$ cat src/design/tbet_pkg.sv
// Shared types and constants for the touch button event tracker.
// No dependencies; imported by every module of the block.
package tbet_pkg;

    localparam int NUM_PADS = 16;
    localparam int PAD_W    = 4;
    localparam int SAMPLE_W = 16;
    localparam int SUM_W    = 24;
    localparam int CNT_W    = 8;
    localparam int DIV_CNT_W = $clog2(SUM_W + 1);

    localparam logic [CNT_W-1:0] WINDOW_RESET = CNT_W'(100);

    typedef enum logic [1:0] {
        BTN_IDLE     = 2'd0,
        BTN_KEY_DOWN = 2'd1,
        BTN_KEY_UP   = 2'd2,
        BTN_CLICK    = 2'd3
    } btn_t;

    // One pad's record in the state memory
    typedef struct packed {
        logic [SAMPLE_W-1:0] threshold;
        logic [SUM_W-1:0]    sum;
        logic [CNT_W-1:0]    count;
        btn_t                btn;
    } entry_t;

endpackage

$ cat src/design/touch_button_event_tracker_core.sv
// Touch button event tracker: top level with sequencer and output register.
// Depends on tbet_pkg, tbet_state_mem and tbet_div.
//
// Per-pad thresholds, calibration sums and button states sit in a 16-entry
// state memory with a registered read; it reads as zero after reset, so no
// clearing pass is needed. One word is processed at a time: accept (reading
// the pad's entry), ST_READ to evaluate and write back, then ST_OUT offers
// each event word until the sink takes it. A sample that closes a calibration
// window runs the 24-step divider in ST_DIV before the write-back.
// calib_window is to be written by the user through cfg_valid/cfg_data only
// while the block is idle; the block itself does not enforce this.
module touch_button_event_tracker_core
(
    input  logic        clk,
    input  logic        rst_n,
    input  logic        cfg_valid,
    output logic        cfg_ready,
    input  logic [7:0]  cfg_data,    // calib_window
    input  logic        s_tvalid,
    output logic        s_tready,
    input  logic [23:0] s_tdata,     // [3:0] pad, [19:4] sample, rest zero
    input  logic        s_tuser,     // cmd
    output logic        m_tvalid,
    input  logic        m_tready,
    output logic [7:0]  m_tdata,     // [3:0] event_pad, rest zero
    output logic [1:0]  m_tuser,     // event_kind
    output logic        m_tlast
);
    import tbet_pkg::*;

    typedef enum logic [1:0] {
        ST_IDLE,
        ST_READ,
        ST_DIV,
        ST_OUT
    } state_t;

    state_t               state_reg, state_next;
    logic [CNT_W-1:0]     window_reg, window_next;
    logic                 cmd_reg, cmd_next;
    logic [PAD_W-1:0]     pad_reg, pad_next;
    logic [SAMPLE_W-1:0]  sample_reg, sample_next;
    entry_t               wb_reg, wb_next;
    logic [1:0]           ev_num_reg, ev_num_next;
    btn_t                 ev0_reg, ev0_next;
    btn_t                 ev1_reg, ev1_next;
    btn_t                 out_kind_reg, out_kind_next;
    logic                 out_last_reg, out_last_next;
    logic                 pend_reg, pend_next;

    logic                 in_acc;
    logic                 pad_ok;
    entry_t               rd_data;
    logic                 wr_en;
    entry_t               wr_data;
    logic                 div_start;
    logic                 div_done;
    logic [SUM_W-1:0]     quotient;

    // evaluation of the entry read back
    logic                 untouched;
    logic [SUM_W-1:0]     sum_inc;
    logic [CNT_W-1:0]     cnt_inc;
    logic                 recal;
    btn_t                 btn_nx;
    logic [1:0]           ev_num;
    btn_t                 ev0, ev1;
    entry_t               upd;

    assign cfg_ready = 1'b1;
    assign s_tready  = (state_reg == ST_IDLE);
    assign in_acc    = s_tvalid && s_tready;
    assign pad_ok    = 32'(s_tdata[PAD_W-1:0]) < 32'(NUM_PADS);

    tbet_state_mem u_mem
    (
        .clk     (clk),
        .rst_n   (rst_n),
        .rd_en   (in_acc),
        .rd_addr (s_tdata[PAD_W-1:0]),
        .rd_data (rd_data),
        .wr_en   (wr_en),
        .wr_addr (pad_reg),
        .wr_data (wr_data)
    );

    tbet_div u_div
    (
        .clk      (clk),
        .rst_n    (rst_n),
        .start    (div_start),
        .dividend (upd.sum),
        .divisor  ((cnt_inc == '0) ? CNT_W'(1) : cnt_inc),
        .done     (div_done),
        .quotient (quotient)
    );

    always_comb
    begin
        untouched = sample_reg > rd_data.threshold;
        sum_inc   = rd_data.sum + SUM_W'(sample_reg);
        cnt_inc   = rd_data.count + 1'b1;
        recal     = untouched && (cnt_inc >= window_reg);

        btn_nx = rd_data.btn;
        ev_num = 2'd0;
        ev0    = BTN_IDLE;
        ev1    = BTN_KEY_DOWN;
        case (rd_data.btn)
            BTN_IDLE:
            begin
                if (!untouched)
                begin
                    btn_nx = BTN_KEY_DOWN;
                    ev_num = 2'd1;
                    ev0    = BTN_KEY_DOWN;
                end
            end
            BTN_KEY_DOWN:
            begin
                if (untouched)
                begin
                    btn_nx = BTN_KEY_UP;
                    ev_num = 2'd1;
                    ev0    = BTN_KEY_UP;
                end
            end
            BTN_KEY_UP:
            begin
                ev0 = BTN_CLICK;
                if (untouched)
                begin
                    btn_nx = BTN_CLICK;
                    ev_num = 2'd1;
                end
                else
                begin
                    btn_nx = BTN_KEY_DOWN;
                    ev_num = 2'd2;
                end
            end
            default:
            begin
                ev0 = BTN_IDLE;
                if (untouched)
                begin
                    btn_nx = BTN_IDLE;
                    ev_num = 2'd1;
                end
                else
                begin
                    btn_nx = BTN_KEY_DOWN;
                    ev_num = 2'd2;
                end
            end
        endcase

        upd.threshold = rd_data.threshold;
        upd.sum       = untouched ? sum_inc : '0;
        upd.count     = untouched ? cnt_inc : '0;
        upd.btn       = btn_nx;
    end

    always_comb
    begin
        state_next    = state_reg;
        window_next   = window_reg;
        cmd_next      = cmd_reg;
        pad_next      = pad_reg;
        sample_next   = sample_reg;
        wb_next       = wb_reg;
        ev_num_next   = ev_num_reg;
        ev0_next      = ev0_reg;
        ev1_next      = ev1_reg;
        out_kind_next = out_kind_reg;
        out_last_next = out_last_reg;
        pend_next     = pend_reg;
        wr_en         = 1'b0;
        wr_data       = upd;
        div_start     = 1'b0;

        if (cfg_valid && cfg_ready)
        begin
            window_next = cfg_data;
        end

        case (state_reg)
            ST_IDLE:
            begin
                if (in_acc && pad_ok)
                begin
                    cmd_next    = s_tuser;
                    pad_next    = s_tdata[PAD_W-1:0];
                    sample_next = s_tdata[PAD_W+SAMPLE_W-1:PAD_W];
                    state_next  = ST_READ;
                end
            end
            ST_READ:
            begin
                ev_num_next   = ev_num;
                ev0_next      = ev0;
                ev1_next      = ev1;
                out_kind_next = ev0;
                out_last_next = (ev_num == 2'd1);
                pend_next     = (ev_num == 2'd2);
                if (!cmd_reg)
                begin
                    // baseline: fresh threshold, cleared sums, button idle
                    wr_en             = 1'b1;
                    wr_data.threshold = sample_reg >> 1;
                    wr_data.sum       = '0;
                    wr_data.count     = '0;
                    wr_data.btn       = BTN_IDLE;
                    state_next        = ST_IDLE;
                end
                else if (recal)
                begin
                    div_start     = 1'b1;
                    wb_next       = upd;
                    wb_next.sum   = '0;
                    wb_next.count = '0;
                    state_next    = ST_DIV;
                end
                else
                begin
                    wr_en      = 1'b1;
                    state_next = (ev_num == 2'd0) ? ST_IDLE : ST_OUT;
                end
            end
            ST_DIV:
            begin
                wr_data = wb_reg;
                if (div_done)
                begin
                    wr_en             = 1'b1;
                    wr_data.threshold = quotient[SAMPLE_W:1];
                    state_next        = (ev_num_reg == 2'd0) ? ST_IDLE : ST_OUT;
                end
            end
            ST_OUT:
            begin
                if (m_tready)
                begin
                    if (pend_reg)
                    begin
                        out_kind_next = ev1_reg;
                        out_last_next = 1'b1;
                        pend_next     = 1'b0;
                    end
                    else
                    begin
                        state_next = ST_IDLE;
                    end
                end
            end
            default:
            begin
                state_next = ST_IDLE;
            end
        endcase
    end

    always_ff @(posedge clk or negedge rst_n)
    begin
        if (!rst_n)
        begin
            state_reg    <= ST_IDLE;
            window_reg   <= WINDOW_RESET;
            pend_reg     <= 1'b0;
            cmd_reg      <= 1'b0;
            pad_reg      <= '0;
            sample_reg   <= '0;
            wb_reg       <= '0;
            ev_num_reg   <= '0;
            ev0_reg      <= BTN_IDLE;
            ev1_reg      <= BTN_IDLE;
            out_kind_reg <= BTN_IDLE;
            out_last_reg <= 1'b0;
        end
        else
        begin
            state_reg    <= state_next;
            window_reg   <= window_next;
            pend_reg     <= pend_next;
            cmd_reg      <= cmd_next;
            pad_reg      <= pad_next;
            sample_reg   <= sample_next;
            wb_reg       <= wb_next;
            ev_num_reg   <= ev_num_next;
            ev0_reg      <= ev0_next;
            ev1_reg      <= ev1_next;
            out_kind_reg <= out_kind_next;
            out_last_reg <= out_last_next;
        end
    end

    assign m_tvalid = (state_reg == ST_OUT);
    assign m_tdata  = {4'b0, pad_reg};
    assign m_tuser  = out_kind_reg;
    assign m_tlast  = out_last_reg;

endmodule

$ cat src/design/tbet_state_mem.sv
// Per-pad state memory: one write port, one registered read port.
// Entries never written since reset read as all zero. Depends on tbet_pkg.
module tbet_state_mem
(
    input  logic                      clk,
    input  logic                      rst_n,
    input  logic                      rd_en,
    input  logic [tbet_pkg::PAD_W-1:0] rd_addr,
    output tbet_pkg::entry_t          rd_data,
    input  logic                      wr_en,
    input  logic [tbet_pkg::PAD_W-1:0] wr_addr,
    input  tbet_pkg::entry_t          wr_data
);
    import tbet_pkg::*;

    entry_t               mem_ram [NUM_PADS];
    logic [NUM_PADS-1:0]  valid_reg;
    entry_t               rd_data_reg;
    logic                 rd_vld_reg;

    always_ff @(posedge clk)
    begin
        if (wr_en)
        begin
            mem_ram[wr_addr] <= wr_data;
        end
        if (rd_en)
        begin
            rd_data_reg <= mem_ram[rd_addr];
        end
    end

    always_ff @(posedge clk or negedge rst_n)
    begin
        if (!rst_n)
        begin
            valid_reg  <= '0;
            rd_vld_reg <= 1'b0;
        end
        else
        begin
            if (wr_en)
            begin
                valid_reg[wr_addr] <= 1'b1;
            end
            if (rd_en)
            begin
                rd_vld_reg <= valid_reg[rd_addr];
            end
        end
    end

    assign rd_data = rd_vld_reg ? rd_data_reg : '0;

endmodule

$ cat src/design/tbet_div.sv
// Restoring divider, one quotient bit per cycle: sum / count.
// Depends on tbet_pkg.
module tbet_div
(
    input  logic                      clk,
    input  logic                      rst_n,
    input  logic                      start,
    input  logic [tbet_pkg::SUM_W-1:0] dividend,
    input  logic [tbet_pkg::CNT_W-1:0] divisor,
    output logic                      done,
    output logic [tbet_pkg::SUM_W-1:0] quotient
);
    import tbet_pkg::*;

    logic                 busy_reg, busy_next;
    logic                 done_reg, done_next;
    logic [DIV_CNT_W-1:0] cnt_reg, cnt_next;
    logic [SUM_W-1:0]     quo_reg, quo_next;
    logic [CNT_W-1:0]     rem_reg, rem_next;
    logic [CNT_W-1:0]     dvs_reg, dvs_next;
    logic [CNT_W:0]       rem_sh;
    logic                 ge;

    assign rem_sh = {rem_reg, quo_reg[SUM_W-1]};
    assign ge     = rem_sh >= {1'b0, dvs_reg};

    always_comb
    begin
        busy_next = busy_reg;
        done_next = 1'b0;
        cnt_next  = cnt_reg;
        quo_next  = quo_reg;
        rem_next  = rem_reg;
        dvs_next  = dvs_reg;
        if (start)
        begin
            busy_next = 1'b1;
            cnt_next  = DIV_CNT_W'(SUM_W - 1);
            quo_next  = dividend;
            rem_next  = '0;
            dvs_next  = divisor;
        end
        else if (busy_reg)
        begin
            // remainder stays below the divisor, so the top bit drops
            rem_next = ge ? CNT_W'(rem_sh - {1'b0, dvs_reg}) : rem_sh[CNT_W-1:0];
            quo_next = {quo_reg[SUM_W-2:0], ge};
            cnt_next = cnt_reg - 1'b1;
            if (cnt_reg == '0)
            begin
                busy_next = 1'b0;
                done_next = 1'b1;
            end
        end
    end

    always_ff @(posedge clk or negedge rst_n)
    begin
        if (!rst_n)
        begin
            busy_reg <= 1'b0;
            done_reg <= 1'b0;
            cnt_reg  <= '0;
        end
        else
        begin
            busy_reg <= busy_next;
            done_reg <= done_next;
            cnt_reg  <= cnt_next;
        end
    end

    always_ff @(posedge clk)
    begin
        quo_reg <= quo_next;
        rem_reg <= rem_next;
        dvs_reg <= dvs_next;
    end

    assign done     = done_reg;
    assign quotient = quo_reg;

endmodule

$ cat config.mk
export PLATFORM = sky130hd
export DESIGN_NAME = touch_button_event_tracker_core
export DESIGN_NICKNAME = d
export VERILOG_FILES = /design/src/design/tbet_pkg.sv /design/src/design/touch_button_event_tracker_core.sv /design/src/design/tbet_state_mem.sv /design/src/design/tbet_div.sv
export SDC_FILE = /design/constraint.sdc
export NUM_CORES = 1
export LEC_CHECK = 0
export BUFFER_PORTS_ARGS = -buffer_cell sky130_fd_sc_hd__buf_2
export CORE_MARGIN = 2
export CORE_UTILIZATION = 45
export DETAILED_ROUTE_END_ITERATION = 12
export SYNTH_ARGS = -nofsm -noshare
export SYNTH_HDL_FRONTEND = slang
export SYNTH_SLANG_ARGS = --single-unit
export TNS_END_PERCENT = 10
$ cat constraint.sdc
create_clock -name clk -period 11.5 [get_ports clk]
set_input_delay 1.15 -clock clk [delete_from_list [all_inputs] [get_ports clk]]
set_output_delay 1.15 -clock clk [all_outputs]
set_load 0.02 [all_outputs]
Word-level counts from Yosys, hierarchy flattened:

Memory sizes are Yosys's and may differ from the RTL's. A register that Yosys moved wholly into a read port is not among the register bits.
Index checks and enable logic that the tools add are counted.
W data, S select, Z words.

* bits in registers: 120
* RAM bits: 800
* bits of input ports: 38
* output and inout port bits: 14
* word-level logic and storage cells: 117
* memories: 1

* add/subtract/negate cells: 4
* magnitude comparators: 6
* equal/unequal tests: 12
* muxes and demuxes: 57
* bitwise logic cells: 1
* reductions and logical operators: 16

Memory list
* u_mem.mem_ram: words 16, bits a word 50, rd ports 1, clocked after Yosys merged registers in 1, wr ports 1, line tbet_state_mem.sv:16 `entry_t mem_ram [NUM_PADS];`

Operator list (number)
* $mux W50: 2
* $pmux W50 S2: 1
* $mux W24: 3
* $mux W2: 15
* $add A24 B16 Y24: 1
* $mux W1: 21
* $gt A16 B16 Y1: 1
* $mux W16: 1
* $mux W8: 2
* $or A16 B16 Y16: 1
* $pmux W2 S3: 2
* $lt A4 B5 Y1 const B: 2
* $mux W5: 2
* $ge A9 B8 Y1: 1
* $add A8 B1 Y8 const B: 1
* $eq A2 B2 Y1 const B: 4
* $ge A8 B8 Y1: 1
* $logic_not A2 Y1: 4
* $logic_not A8 Y1: 1
* $ne A2 B1 Y1 const B: 4
* $pmux W2 S2: 2
* $pmux W2 S4: 1
* $sub A8 B8 Y8: 1
* $eq A2 B1 Y1 const B: 3
* 12 further kinds: 19

Depth between registers and ports, before layout:

* depth after elaboration: 9
* gate-level depth with buffers: 19
* mapped depth without buffers: 15

Modules after synthesis:

A second synthesis with hierarchy kept.

* cells, all modules: 2048
* area, all modules: 40117.2 um2

By module, submodules not included
* tbet_state_mem: instances 1, cells an instance 1277, area each 32590.0 um2, sequential area each 25949.9 um2
* touch_button_event_tracker_core: instances 1, cells an instance 585, area each 5159.9 um2, sequential area each 1405.1 um2
* tbet_div: instances 1, cells an instance 186, area each 2367.3 um2, sequential area each 1296.2 um2

Least setup slack after synthesis:

No wires, ideal clock.

* kind: flip-flop to flip-flop
* start point: reg u_mem.rd_vld_reg
* end point: mem u_mem.mem_ram[5][0] (netlist name) (enable)
* setup time: 0.582 ns
* arrival time: 7.816 ns
* required time: 10.918 ns
* setup slack: 3.102 ns
* stages on the path, launching flop included: 18
* buffers on the path: 4
* clock period less this slack: 8.398 ns
* cells stage by stage: dfrtp_1 > clkbuf_1 > clkbuf_1 > clkbuf_1 > and2_1 > ha_1 > nand2_1 > xor2_1 > nand2b_1 > inv_1 > ha_1 > o21a_1 > o21ai_0 > a31oi_1 > nand3_1 > nor2_2 > buf_2 > nor4_1

* cells in the longest elaborated chain, start to end: 9
* elaborated cells on any way between the ends: 10
* classes of those cells: add/sub: 1; order compare: 2; mux: 6; reduce/logical: 1

RTL lines
* from (decl): line tbet_state_mem.sv:19 `logic rd_vld_reg;`
* from (signal assigned): line tbet_state_mem.sv:48 `rd_vld_reg <= valid_reg[rd_addr];`
* $mux W50: line tbet_state_mem.sv:53 `assign rd_data = rd_vld_reg ? rd_data_reg : '0;`
* $add A8 B1 Y8: line touch_button_event_tracker_core.sv:102 `cnt_inc = rd_data.count + 1'b1;`
* via cnt_inc[6]: line touch_button_event_tracker_core.sv:63 `logic [CNT_W-1:0] cnt_inc;`
* $ge A8 B8 Y1: line touch_button_event_tracker_core.sv:103 `recal = untouched && (cnt_inc >= window_reg);`
* $logic_and A1 B1 Y1: line touch_button_event_tracker_core.sv:103
* $mux W1: line touch_button_event_tracker_core.sv:216 `else if (recal)`
* $mux W1: line touch_button_event_tracker_core.sv:206 `if (!cmd_reg)`
* $pmux W1 S2: line touch_button_event_tracker_core.sv:187 `case (state_reg)`
* $mux W1: line tbet_state_mem.sv:23 `if (wr_en)`
* $mux W1 (not written as such): line tbet_state_mem.sv:25 `mem_ram[wr_addr] <= wr_data;`
* to (decl): line tbet_state_mem.sv:16

The timed path passes the listed nets, and every way through them passes these cells.

Worst setup path after layout:

* start point: reg u_mem.rd_vld_reg
* end point: mem u_mem.mem_ram[13][48] (netlist name) (enable)

The elaborated chain is that of the path after synthesis.

==> impl_metrics.csv <==
group,metric,value,unit
worst_hold_path,hp-class,"register to register",
sta,worst_pin_slew,1.21,ns
route,wl_per_cell,27.7,microns
finish,final_cell_mix,"edfxtp_1 (882), mux4_2 (255), nand2_1 (124)",
finish,diodes,0,
finish,final_common_cell,"edfxtp_1",
pwr,power_leakage,15.0,nW
clock_tree,clock_sinks,970,
setup_path,critical_path.endpoint,"u_mem.mem_ram[13][48]",
synth,syn_inst,2053,
setup_path,reg2reg_depth,15,
finish,synthToLayoutAreaGrowth,12.2,%
route,drtIter0Drc,1948,
placed_design,gp_congestion,0.826,
setup_path,crit_path_end_kind,"register",
sta,setup_viol,0,
pwr,power_density,236,mW/mm^2
floorplanning,fp.dieH,301,microns
sta,tns,0,ns
route,drc,0,
floorplanning,core_area,0.0870,sq mm
synth,avgSynthCellArea,19.3,sq um
global_routing,antenna_found_initial,0,
clock_tree,clkTransAtPathRegs,0.06,ns
finish,fin_area,0.0444,sq mm
clock_tree,clk_root_buffer_cell,"clkbuf_16",
placed_design,placed_area,0.0414,sq mm
route,wl_met1,41.6,mm
global_routing,grt_max_degree,107,
setup_path,r2r_end,"u_mem.mem_ram[13][48]",
floorplanning,initial_core_util,45.5,%
run_status,status,"completed",
sta,grt_setup_unrepaired,"false",
synth,synth_warnings,0,
sta,fin_crit,5.21,ns
floorplanning,fp.dieW,301,microns
synth,synth_ff_type,"edfxtp_1",
clock_tree,cts_setup_buffers,0,
sta,relSlewSlack,19.0,%
job,maxCapViolations,0,
setup_path,reg2reg_slack,6.29,ns
setup_path,critPathLaunch,"u_mem.rd_vld_reg",
clock_tree,cts_resized,0,
synth,synth_top_family_by_area,"multiplexers",
clock_tree,cts_made_buffers,98,
synth,synth_edf_count,882,
clock_tree,h-tree-depth,3,
setup_path,critPathLaunchType,"register",
placed_design,pre_cts_ws,6.32,ns
floorplanning,std_cell_rows,108,
sta,fin_skew,0.0223,ns
setup_path,crit_required,11.76,ns
global_routing,grt_util_all_layers,21.2,%
clock_tree,cts_tree,"done",
route,vias_per_cell,5.97,
finish,final_nets,2257,
synth,ys_types,76,
global_routing,grt-ovfl-total,0,
synth,synth_area,0.0396,sq mm
sta,hold_violations,0,
finish,ff_latch_area,0.0287,sq mm
route,drtAntennaViolNets,0,
route,wl_met2,44.5,mm
setup_path,reg2reg_from,"u_mem.rd_vld_reg",
synth,synth-xor-area-share,0.642,%
synth,ys_async_sr_fraction,8.25,%
finish,multi_input_area,0.0104,sq mm
synth,post_synth_fa_ha_maj_area_fraction,1.87,%
global_routing,grt_pass1_vias,20921,
synth,synth-seq-cells,970,
synth,synth_compound_area_share,3.75,%
pwr,peakVddDrop,0.000142,V
sta,fin_ws,6.29,ns
finish,largest_reg_flops,800,
clock_tree,cts_hold_buf,0,
finish,drive_above_1_share,25.5,%
setup_path,crit_fanout,51,
global_routing,grt_first_pass_wirelength,139,mm
sta,max_freq,0.192,GHz
setup_path,crit_type,"register to register",
setup_path,worstPathArrival,5.47,ns
finish,fillers,7006,
synth,seq_area_frac_synth,72.4,%
placed_design,place_hpwl,50.0,mm
clock_tree,insertion_delay,0.65,ns
finish,final_cells,3395,
route,vias,20263,
route,routed_wl,94.2,mm
placed_design,dpl.cell_count,3216,
sta,fin_crit_sh,45.3,%
clock_tree,clk_path_buf_depth,3,
floorplanning,num_io_pins,52,
route,routed.top_layer,"met4",
floorplanning,dieArea,0.0903,sq mm
synth,synth-simple-area-share,3.87,%
placed_design,io_buffers,42,
sta,drv_slew,0,
route,dr.pass1.iters,6,
synth,synthMuxAreaShare,15.8,%
route,wl_met3,5.65,mm
## power breakdown
part           leakage [nW]  switching (mW)  total, mW  internal, mW
registers              9.20           0.216       5.04          4.82
logic                  4.30            1.68       2.42         0.739
clock network          1.48            1.31       3.03          1.72
## per-stage QoR
step / power [mW] / hold slack [ns] / utilization, %
2_1_floorplan: 6.58 / 0.431 / -
3_3_place_gp: 7.40 / 0.442 / 47.5
3_5_place_dp: 7.51 / 0.450 / 47.5
4_1_cts: 10.6 / 0.466 / 51.0
5_1_grt: 10.9 / 0.486 / 51.0
6_report: 10.5 / 0.469 / 51.0
## cell type report
cell class	instances	share of cell area, %
repair buffers	106	1.64
clock inverters	54	0.949
multi-input cells	939	23.4
clock buffers	125	5.89
flip-flops and latches	970	64.5
well taps	1155	3.25
inverters	46	0.389
## routing by layer
metal / vias up / global-route usage, %
met3: 167 / 3.67
met2: 723 / 33.4
met1: 10815 / 30.7
met4: 0 / 5.98
met5: - / 0
li1: 8558 / -
## critical path, stage by stage (launching register included)
cell and delay (ns):
dfrtp_2 0.34, buf_4 0.51, and2_1 0.36, ha_1 0.26, nand2_1 0.09, xor2_1 0.14, nand2b_1 0.21, inv_1 0.11
ha_1 0.23, o21a_1 0.18, o21ai_0 0.16, a31oi_1 0.12, nand3_1 0.17, nor2_2 0.19, nor4_2 0.73, buf_4 0.95
## worst min path at each step
stage	startpoint	end	slack, ns	cells past startpoint
finish	u_mem.valid_reg[1]	u_mem.valid_reg[1]	0.47	1
global route	u_mem.valid_reg[6]	u_mem.valid_reg[6]	0.49	1
CTS	u_mem.valid_reg[1]	u_mem.valid_reg[1]	0.47	1
detailed placement	u_mem.valid_reg[1]	u_mem.valid_reg[1]	0.45	1
global placement	u_mem.valid_reg[10]	u_mem.valid_reg[10]	0.44	1
floorplan	u_mem.valid_reg[10]	u_mem.valid_reg[10]	0.43	1
## synth_stat cells, types with 5 or more instances
library cell	instances	area, sq um
o21a_1	9	67.6
and2_1	26	163
nor4_1	18	113
nor2b_1	9	56.3
nand2_1	124	465
a31oi_1	5	31.3
a211oi_1	5	37.5
clkbuf_1	50	188
a21o_1	5	37.5
o21ai_0	93	465
a21oi_1	48	240
nor3_1	14	70.1
xnor2_1	15	131
buf_4	16	120
dfxtp_1	8	160
nand2b_1	17	106
ha_1	56	701
a41o_1	16	160
xor2_1	14	123
a22o_1	16	140
nand4_1	9	56.3
nand3_1	14	70.1
edfxtp_1	882	26500
dfrtp_1	77	1930
buf_1	9	33.8
mux2_2	39	439
buf_2	23	115
mux2i_1	6	60.1
nor2_1	58	218
o21bai_1	5	37.5
mux4_2	255	5740
inv_1	44	165
## logic make-up after synthesis
| logic type | Yosys count |
|---|---|
| other | 2 |
| muxes | 300 |
| xor gates and xnor gates | 29 |
| AOI/OAI and AO/OA | 233 |
| adders and majority gates | 58 |
| DFF | 970 |
| buffers and inverters | 147 |
| and+or+nand+nor | 314 |
Power figures use the tool's default switching activity.
